[config.mk]
export PLATFORM = sky130hd
export DESIGN_NAME = key_press_long_press_detector_top
export DESIGN_NICKNAME = d
export VERILOG_FILES = /design/src/hw/rtl/kplp_pkg.sv /design/src/hw/rtl/kplp_in.sv /design/src/hw/rtl/kplp_fsm.sv /design/src/hw/rtl/kplp_out.sv /design/src/hw/rtl/key_press_long_press_detector_top.sv
export SDC_FILE = /design/constraint.sdc
export NUM_CORES = 1
export LEC_CHECK = 0
export ABC_AREA = 1
export BUFFER_PORTS_ARGS = -buffer_cell sky130_fd_sc_hd__buf_2
export CAP_MARGIN = 10
export CORE_MARGIN = 2
export CORE_UTILIZATION = 57
export CTS_CLUSTER_SIZE = 28
export DETAILED_ROUTE_END_ITERATION = 10
export HOLD_SLACK_MARGIN = 0.15
export PLACE_DENSITY = 0.87
export SYNTH_ARGS = -nofsm -noshare
export SYNTH_HDL_FRONTEND = slang
export SYNTH_SLANG_ARGS = --single-unit
[constraint.sdc]
create_clock -name clk -period 3.1 [get_ports clk]
set_clock_uncertainty 0.1 [all_clocks]
set_input_delay 0.31 -clock clk [delete_from_list [all_inputs] [get_ports clk]]
set_output_delay 0.31 -clock clk [all_outputs]
set_load 0.005 [all_outputs]
[src/hw/rtl/kplp_pkg.sv]
package kplp_pkg;

  localparam int unsigned KeyCount = 6;
  localparam int unsigned CountW   = 8;
  localparam int unsigned EventW   = 5;

  typedef logic [KeyCount-1:0] key_mask_t;
  typedef logic [CountW-1:0]   count_t;
  typedef logic [EventW-1:0]   event_t;

  // one-hot key masks
  localparam key_mask_t KeyNone  = 6'h00;
  localparam key_mask_t KeyBack  = 6'h01;
  localparam key_mask_t KeyLeft  = 6'h02;
  localparam key_mask_t KeyUp    = 6'h04;
  localparam key_mask_t KeyDown  = 6'h08;
  localparam key_mask_t KeyRight = 6'h10;
  localparam key_mask_t KeyEnter = 6'h20;

  // event codes: press 1..6, release +6, long press +12
  localparam event_t EvNone       = 5'd0;
  localparam event_t EvUp         = 5'd1;
  localparam event_t EvDown       = 5'd2;
  localparam event_t EvLeft       = 5'd3;
  localparam event_t EvRight      = 5'd4;
  localparam event_t EvEnter      = 5'd5;
  localparam event_t EvBack       = 5'd6;
  localparam event_t EvReleaseOfs = 5'd6;
  localparam event_t EvLongOfs    = 5'd12;
  localparam event_t EvMax        = 5'd18;

  localparam count_t LongTicksReset = 8'd50;
  localparam count_t CountMax       = 8'd255;

  // input register contents handed to the state machine
  typedef struct packed {
    logic      valid;
    key_mask_t pins;
  } in_stage_t;

  // fixed priority: left, back, down, up, enter, right
  function automatic key_mask_t pick_key(key_mask_t pins);
    key_mask_t down;
    key_mask_t pick;
    down = ~pins;
    if ((down & KeyLeft) != KeyNone) begin
      pick = KeyLeft;
    end else if ((down & KeyBack) != KeyNone) begin
      pick = KeyBack;
    end else if ((down & KeyDown) != KeyNone) begin
      pick = KeyDown;
    end else if ((down & KeyUp) != KeyNone) begin
      pick = KeyUp;
    end else if ((down & KeyEnter) != KeyNone) begin
      pick = KeyEnter;
    end else if ((down & KeyRight) != KeyNone) begin
      pick = KeyRight;
    end else begin
      pick = KeyNone;
    end
    return pick;
  endfunction

  function automatic event_t coded(key_mask_t mask, event_t offset);
    event_t base;
    unique case (mask)
      KeyBack:  base = EvBack;
      KeyEnter: base = EvEnter;
      KeyUp:    base = EvUp;
      KeyDown:  base = EvDown;
      KeyLeft:  base = EvLeft;
      KeyRight: base = EvRight;
      default:  base = EvNone;
    endcase
    return (base == EvNone) ? EvNone : event_t'(base + offset);
  endfunction

endpackage

[src/hw/rtl/kplp_in.sv]
module kplp_in import kplp_pkg::*; (
  input  logic      clk,
  input  logic      rst,
  input  logic      in_valid,
  input  key_mask_t key_pins,
  input  logic      advance,
  output logic      in_stall,
  output in_stage_t stage
);

  // holds while its item cannot move on
  assign in_stall = stage.valid && !advance;

  always_ff @(posedge clk) begin
    if (rst) begin
      stage.valid <= 1'b0;
    end else if (!in_stall) begin
      stage.valid <= in_valid;
    end
    if (!in_stall && in_valid) begin
      stage.pins <= key_pins;
    end
  end

endmodule

[src/hw/rtl/kplp_fsm.sv]
module kplp_fsm import kplp_pkg::*; (
  input  logic      clk,
  input  logic      rst,
  input  logic      advance,
  input  in_stage_t stage,
  input  count_t    long_press_ticks,
  output event_t    ev
);

  typedef enum logic [2:0] {
    IDLE         = 3'd0,
    PRESS_SEEN   = 3'd1,
    HELD         = 3'd2,
    RELEASE_SEEN = 3'd3,
    LONG_HELD    = 3'd4,
    LONG_RELEASE = 3'd5,
    PRESS_REPORT = 3'd6
  } phase_t;

  phase_t    phase, phase_next;
  count_t    hold_count, hold_count_next;
  key_mask_t held_key, held_key_next;
  key_mask_t key;
  count_t    count_inc;

  assign key       = pick_key(stage.pins);
  assign count_inc = (hold_count == CountMax) ? hold_count : count_t'(hold_count + 1'b1);

  always_comb begin
    phase_next      = phase;
    hold_count_next = hold_count;
    held_key_next   = held_key;
    ev              = EvNone;
    unique case (phase)
      IDLE: begin
        if (key != KeyNone) begin
          phase_next      = PRESS_SEEN;
          hold_count_next = '0;
          held_key_next   = KeyNone;
        end
      end
      PRESS_SEEN: begin
        if (key != KeyNone) begin
          phase_next      = HELD;
          hold_count_next = count_inc;
          held_key_next   = key;
        end else begin
          phase_next = IDLE;
        end
      end
      HELD: begin
        if (key != KeyNone) begin
          hold_count_next = count_inc;
          if (count_inc > long_press_ticks) begin
            phase_next      = LONG_HELD;
            hold_count_next = long_press_ticks;
            held_key_next   = key;
            ev              = coded(key, EvLongOfs);
          end
        end else begin
          phase_next = RELEASE_SEEN;
        end
      end
      RELEASE_SEEN: begin
        if (key == KeyNone) begin
          hold_count_next = '0;
          phase_next      = PRESS_REPORT;
          ev              = coded(held_key, EvReleaseOfs);
        end else begin
          phase_next = HELD;
        end
      end
      LONG_HELD: begin
        if (key == KeyNone) begin
          phase_next = LONG_RELEASE;
        end
      end
      LONG_RELEASE: begin
        if (key == KeyNone) begin
          hold_count_next = '0;
          phase_next      = IDLE;
          ev              = coded(held_key, EvReleaseOfs);
        end else begin
          phase_next = LONG_HELD;
        end
      end
      PRESS_REPORT: begin
        phase_next = IDLE;
        ev         = coded(held_key, EvNone);
      end
      default: begin
        phase_next = IDLE;
      end
    endcase
  end

  always_ff @(posedge clk) begin
    if (rst) begin
      phase      <= IDLE;
      hold_count <= '0;
      held_key   <= KeyNone;
    end else if (advance) begin
      phase      <= phase_next;
      hold_count <= hold_count_next;
      held_key   <= held_key_next;
    end
  end

endmodule

[src/hw/rtl/kplp_out.sv]
module kplp_out import kplp_pkg::*; (
  input  logic   clk,
  input  logic   rst,
  input  logic   advance,
  input  event_t ev,
  input  logic   out_stall,
  output logic   out_valid,
  output event_t event_code
);

  always_ff @(posedge clk) begin
    if (rst) begin
      out_valid <= 1'b0;
    end else if (advance) begin
      out_valid <= 1'b1;
    end else if (!out_stall) begin
      out_valid <= 1'b0;
    end
    if (advance) begin
      event_code <= ev;
    end
  end

endmodule

[src/hw/rtl/key_press_long_press_detector_top.sv]
// Key scanner with press confirmation, long-press and release reporting.
//
// Input channel (in_valid / in_stall / key_pins): one transaction per scan
// tick, key_pins active low, bit i = key i. Output channel (out_valid /
// out_stall / event_code): exactly one transaction per input transaction,
// in order; event_code 0 means nothing happened on that tick.
// Config channel (cfg_valid / cfg_ready / cfg_data): writes long_press_ticks;
// cfg_ready is always high. Write only while no item is in flight.
//
// An accepted item waits in the input register; the state update and event
// decode then feed the result register, which raises out_valid.
// Throughput: one item per cycle; the state machine step is a single pass of
// logic between the two registers, so the input register drains whenever the
// result register is empty or being taken in the same cycle.
//
// Reset (rst, synchronous): both registers empty, machine idle, hold count
// and held key cleared, long_press_ticks back to 50.
// Output stall: result and its code hold; the input register keeps one item
// and in_stall rises once it is full behind the stalled result.
module key_press_long_press_detector_top import kplp_pkg::*; (
  input  logic      clk,
  input  logic      rst,
  input  logic      in_valid,
  output logic      in_stall,
  input  key_mask_t key_pins,
  output logic      out_valid,
  input  logic      out_stall,
  output event_t    event_code,
  input  logic      cfg_valid,
  output logic      cfg_ready,
  input  count_t    cfg_data
);

  in_stage_t stage;
  event_t    ev;
  logic      advance;
  count_t    long_press_ticks;

  // item moves from input register into result register
  assign advance   = stage.valid && (!out_valid || !out_stall);
  assign cfg_ready = 1'b1;

  always_ff @(posedge clk) begin
    if (rst) begin
      long_press_ticks <= LongTicksReset;
    end else if (cfg_valid && cfg_ready) begin
      long_press_ticks <= cfg_data;
    end
  end

  kplp_in u_in (
    .clk      (clk),
    .rst      (rst),
    .in_valid (in_valid),
    .key_pins (key_pins),
    .advance  (advance),
    .in_stall (in_stall),
    .stage    (stage)
  );

  kplp_fsm u_fsm (
    .clk              (clk),
    .rst              (rst),
    .advance          (advance),
    .stage            (stage),
    .long_press_ticks (long_press_ticks),
    .ev               (ev)
  );

  kplp_out u_out (
    .clk        (clk),
    .rst        (rst),
    .advance    (advance),
    .ev         (ev),
    .out_stall  (out_stall),
    .out_valid  (out_valid),
    .event_code (event_code)
  );

endmodule

== Yosys cells after proc, flatten, opt, wreduce, memory -nomap -nowiden ==
Index checks and enable logic that the tools add are counted.
Storage, ports and cells
  logic and storage cells: 108
  input bits: 19
  flip-flop bits (word level): 38
Cells by class
  mux-type cells: 46
  equal/unequal tests: 27
  bitwise gates (word level): 1
  add/sub/neg operators: 4
  reductions and logical operators: 21
  $lt $le $gt $ge: 1
Operators with widths (count)
  $mux 5: 16
  $mux 6: 9
  $pmux 3 s6: 3
  $mux 8: 6
  $pmux 8 s4: 1
  $logic_not 5->1: 4
  $pmux 5 s4: 1
  $mux 3: 6
  $pmux 6 s3: 1
  $ne 2x1->1 const B: 7
  $eq 6x1->1 const B: 2
  $eq 6x2->1 const B: 2
  $eq 6x3->1 const B: 2
  $eq 6x4->1 const B: 2
  $eq 6x5->1 const B: 2
  $eq 6x6->1 const B: 2
  $reduce_and 6->1: 2
  $add 5x3->5 const B: 2
  $eq 3x3->1 const B: 3
  $add 8x1->8 const B: 1
  $eq 8x8->1 const B: 1
  $gt 8x8->1: 1
  $eq 3x2->1 const B: 2
  $logic_not 6->1: 1
  other kinds (15): 21

== Logic depth before layout (Yosys ltp) ==
  word-level depth: 17
  mapped depth: 20
  mapped depth without buffers: 20

== Hierarchy ==
A second synthesis with hierarchy kept.
Unflattened totals
  cells, all modules: 328
  area, all modules: 2316.0 um2
Modules (own cells, without submodules)
  kplp_fsm: area each 1574.0 um2, times used 1, cells each 258
  key_press_long_press_detector_top: area each 329.1 um2, times used 1, cells each 48
  kplp_in: area each 226.5 um2, times used 1, cells each 13
  kplp_out: area each 186.4 um2, times used 1, cells each 9

== Worst setup path before layout ==
Ideal clock, no wire load.
  path kind: register -> register
  start: register u_fsm.hold_count[0]
  end: register u_fsm.hold_count[7]
  required time: 2.934 ns
  period minus slack after synthesis: 2.501 ns
  setup slack: 0.599 ns
  cell stages (with the launch flop): 20
  arrival time: 2.335 ns
  path buffers: 0
  cell sequence: dfxtp_1 > ha_1 > nand2_1 > inv_1 > nand4_2 > nand2_1 > o21ai_0 > ha_1 > nand2_1 > nand2_1 > nand2_1 > nand2_1 > nand2_1 > nand2_1 > nand2_1 > nor2_1 > nand2_1 > nand2_1 > clkinv_1 > a21oi_2
Between the ends
  word-level cells in the longest chain between the ends: 6
  elaborated cells between the ends (all ways): 8
  classes of those cells: add/sub: 1; order compare: 1; eq/ne: 1; mux: 5
RTL lines
  from (decl): line kplp_fsm.sv:21  | count_t hold_count, hold_count_next;
  from (signal assigned): line kplp_fsm.sv:104  | hold_count <= hold_count_next;
  $add 8x1->8 / $eq 8x8->1 (equally long branches): line kplp_fsm.sv:27  | assign count_inc = (hold_count == CountMax) ? hold_count : count_t'(hold_count + 1'b1);
  $mux 8 *: line kplp_fsm.sv:27
  $gt 8x8->1: line kplp_fsm.sv:54  | if (count_inc > long_press_ticks) begin
  $mux 8: line kplp_fsm.sv:54
  $mux 8: line kplp_fsm.sv:52  | if (key != KeyNone) begin
  $pmux 8 s4 *: line kplp_fsm.sv:34  | unique case (phase)
Mark *: on every way between the ends. The rest lies on a longest branch, timed or not. The select of a mux whose other input is x is not followed.
A chain may end at the register's enable or synchronous reset.

== Worst setup path after layout ==
  start: register u_fsm.hold_count[0]
  end: register u_fsm.held_key[5]
Between the ends
  word-level cells in the longest chain between the ends: 5
  elaborated cells between the ends (all ways): 6
  classes of those cells: add/sub: 1; order compare: 1; eq/ne: 2; mux: 1; reduce/logical: 1
RTL lines
  $add 8x1->8 / $eq 8x8->1 (equally long branches): line kplp_fsm.sv:27
  $mux 8 *: line kplp_fsm.sv:27
  $gt 8x8->1 *: line kplp_fsm.sv:54
  $ne 2x1->1 (no line) *
  $reduce_and 6->1 (no line) *
  to (signal assigned): line kplp_fsm.sv:101  | held_key <= KeyNone;
  to (signal assigned): line kplp_fsm.sv:105  | held_key <= held_key_next;
  to (decl): line kplp_fsm.sv:22  | key_mask_t held_key, held_key_next;
Mark *: on every way between the ends. The rest lies on a longest branch, timed or not.

==> impl_metrics.tcl <==
set metrics [dict create \
    outcome "finished clean" \
    antenna_cells 0 \
    r2r_end "u_fsm.held_key[5]" \
    crit_path_end "u_fsm.held_key[5]" \
    rows 23 \
    firstDrtPassIters 6 \
    drt-initial-drc-count 162 \
    synth_top_cell_area_share_pct 23.48 \
    clkPwrFrac_pct 33.4 \
    crit_fanout 10 \
    synth_edf_count 11 \
    worst_slew_pin_slew_ns 0.6178 \
    cts_sinks 38 \
    synth_nets 358 \
    cts_max_path_buffers 2 \
    synth-seq-cells 38 \
    cts_buffers 5 \
    cts_htree_levels 2 \
    min_from "cfg_data[0]" \
    areaGrowthSynthToFinish_pct 17.07 \
    grt.overflow.total 0 \
    layout.nets 395 \
    cp-end-kind "flop" \
    dieArea_mm2 0.004563 \
    cts_tree "yes" \
    grt_max_degree 23 \
    ant_nets 0 \
    grt_antenna_before_repair 0 \
    top_layer "met4" \
    power.internal_mw 0.8874 \
    grt_use_total_pct 25.92 \
    ys_seq_area_share_pct 37.83 \
    clkTransAtPathRegs_ns 0.08 \
    gp_congestion 0.8916 \
    grt_pass1_vias 2170 \
    hold_violations 0 \
    yosysWarningCount 0 \
    worstPathRequired_ns 3.19 \
    syn-mean-instance-area_um2 6.998 \
    synthTopCellsByArea "dfxtp_1 23%, edfxtp_1 14%, nand2_1 14%" \
    root_buffer "clkbuf_8" \
    synthFlopType "dfxtp_1" \
    num_vias 2220 \
    ioPinCount 27 \
    ys_async_sr_fraction_pct 0 \
    max_cap_viol_count 0 \
    slew_headroom_pct 58.77 \
    r2r_cells 18 \
    core_mm2 0.003943 \
    critPathArrivalTime_ns 2.85 \
    yosysMostFrequentCell "nand2_1" \
    synth_top_area_cell "dfxtp_1" \
    setup_viol 0 \
    rsz0062_at_grt "no" \
    switching_share_pct 30.95 \
    regToRegSetupSlack_ns 0.34 \
    fin_crit_ns 2.762 \
    ir_drop_uv 489.7 \
    synth_cell_types 39 \
    wl_per_cell_um 12.84 \
    timing.fmax_mhz 362.1 \
    wl_mm 5.355 \
    grt_pass1_wl_mm 8.769 \
    crit_type "reg2reg" \
    seqPwrFrac_pct 45.2 \
    power.density_mw_per_mm2 476.8 \
    dieHeight_um 67.55 \
    viasPerCell 5.324 \
    met2_length_mm 2.753 \
    clock_latency_ns 0.30 \
    routed-wl-met3_um 261 \
    initial_core_util_pct 58.39 \
    drc 0 \
    drt-met1-wl_mm 2.235 \
    r2r-start "u_fsm.hold_count[0]" \
    syn_area_mm2 0.002302 \
    crit_start "u_fsm.hold_count[0]" \
    synth_commonest_cells "84 x nand2_1, 46 x inv_1, 46 x nor2_1" \
    p_leak_nw 1.276 \
    drv_slew 0 \
    place_hpwl_mm 3.717 \
    fin_crit_sh_pct 89.09 \
    final_layout_size_suffix_gt1_share_pct 14.44 \
    netlist_instances 329 \
    start_kind "flop" \
    whs_ns 0.1677 \
    setup-tns-final_ns 0 \
    die_x_um 67.55 \
    hold_class "in2reg" \
    portBuffers 25 \
    power_switching_mw 0.3977 \
    combPwrFrac_pct 21.4 \
]
==> critical path: stages (launching register included) <==
cell	delay, ns
dfxtp_1	0.39
ha_1	0.19
nand2_1	0.06
inv_1	0.16
nand4_4	0.19
a21oi_1	0.29
ha_1	0.29
nand2_1	0.07
inv_1	0.05
nand2_1	0.06
nand2_1	0.04
nand2_1	0.05
nand2_1	0.06
nand2_2	0.12
nand2_1	0.12
nand2_2	0.16
inv_1	0.12
nor2_1	0.10
nor2_1	0.05
==> worst min path at each step <==
stage                     endpoint  depth (start not counted)
6_report       long_press_ticks[0]                          3
3_5_place_dp   long_press_ticks[6]                          2
2_1_floorplan        u_in.stage[6]                          1
4_1_cts        long_press_ticks[0]                          3
3_3_place_gp   long_press_ticks[7]                          2
5_1_grt        long_press_ticks[1]                          3
==> layer usage <==
metal / global-route usage (%) / vias up
met5: 0 / -
met4: 11.73 / 0
met3: 7.667 / 12
met2: 46.20 / 66
met1: 28.05 / 1000
li1: - / 1142
==> cells in the final DEF, fill, tap and decap left out, types with 2 or more instances in the layout <==
master	n
nand2_1	82
inv_1	46
nor2_1	45
dfxtp_1	27
buf_2	25
o21ai_0	18
a21oi_1	17
nand3_1	12
edfxtp_1	11
ha_1	10
o21ai_1	9
dlygate4sd3_1	9
nand4_1	7
a21oi_2	7
clkbuf_8	5
nand2_2	4
xor2_1	3
nor2_4	2
o31ai_1	2
clkinv_1	2
clkinvlp_4	2
==> repair_timing <==
item | in CTS | in global routing
setup endpoints to repair | 0 | 15
endpoints found under the hold margin | 10 | 0
hold buffers | 9 | 0
resized for setup | 0 | 7
setup buffers | 0 | 0
==> registers in the layout (all words and copies together) (netlist names) <==
signal            count
u_fsm.phase           3
u_out.out_valid       1
long_press_ticks      8
u_out.event_code      5
u_fsm.hold_count      8
u_fsm.held_key        6
u_in.stage            7
==> cell families (layout without fill, tap and decap cells) <==
group,count (synthesis),in the layout,synth area share (%)
adders and majority gates,10,10,5.435
xor gates and xnor gates,4,4,1.522
AOI/OAI and AO/OA,62,62,16.09
other,1,1,0.1629
DFF,38,38,37.83
buffers and inverters,54,92,9.348
and+or+nand+nor,160,160,29.62
==> power groups by stage <==
stage	Sequential [mW]	Combinational (mW)	Clock, mW
after floorplan	0.584	0.194	0
after global placement	0.589	0.244	0
after detailed placement	0.591	0.254	0
after CTS	0.579	0.264	0.429
after global routing	0.585	0.316	0.447
final	0.581	0.275	0.429
==> cell type report <==
type,instances,area (um^2)
Fill cell,312,1247
Multi-Input combinational cell,237,1241
Sequential cell,38,870.8
Timing Repair Buffer,35,222.7
Inverter,49,183.9
Clock buffer,5,68.82
Tap cell,50,62.56
Clock inverter,3,45.04
==> stage by stage <==
| step | total power [mW] | setup slack, ns | cells | util (%) | area [um^2] |
|---|---|---|---|---|---|
| detailed placement | 0.8442 | 0.1034 | 400 | 62.55 | 2466 |
| global route | 1.349 | 0.04413 | 417 | 68.36 | 2695 |
| finish | 1.285 | 0.3383 | 417 | 68.36 | 2695 |
| CTS | 1.272 | 0.05960 | 417 | 67.72 | 2670 |
| floorplan | 0.7782 | 0.5989 | 329 | - | 2302 |
| global placement | 0.8327 | 0.1582 | 400 | 62.55 | 2466 |
(Power assumes the default switching activity.)
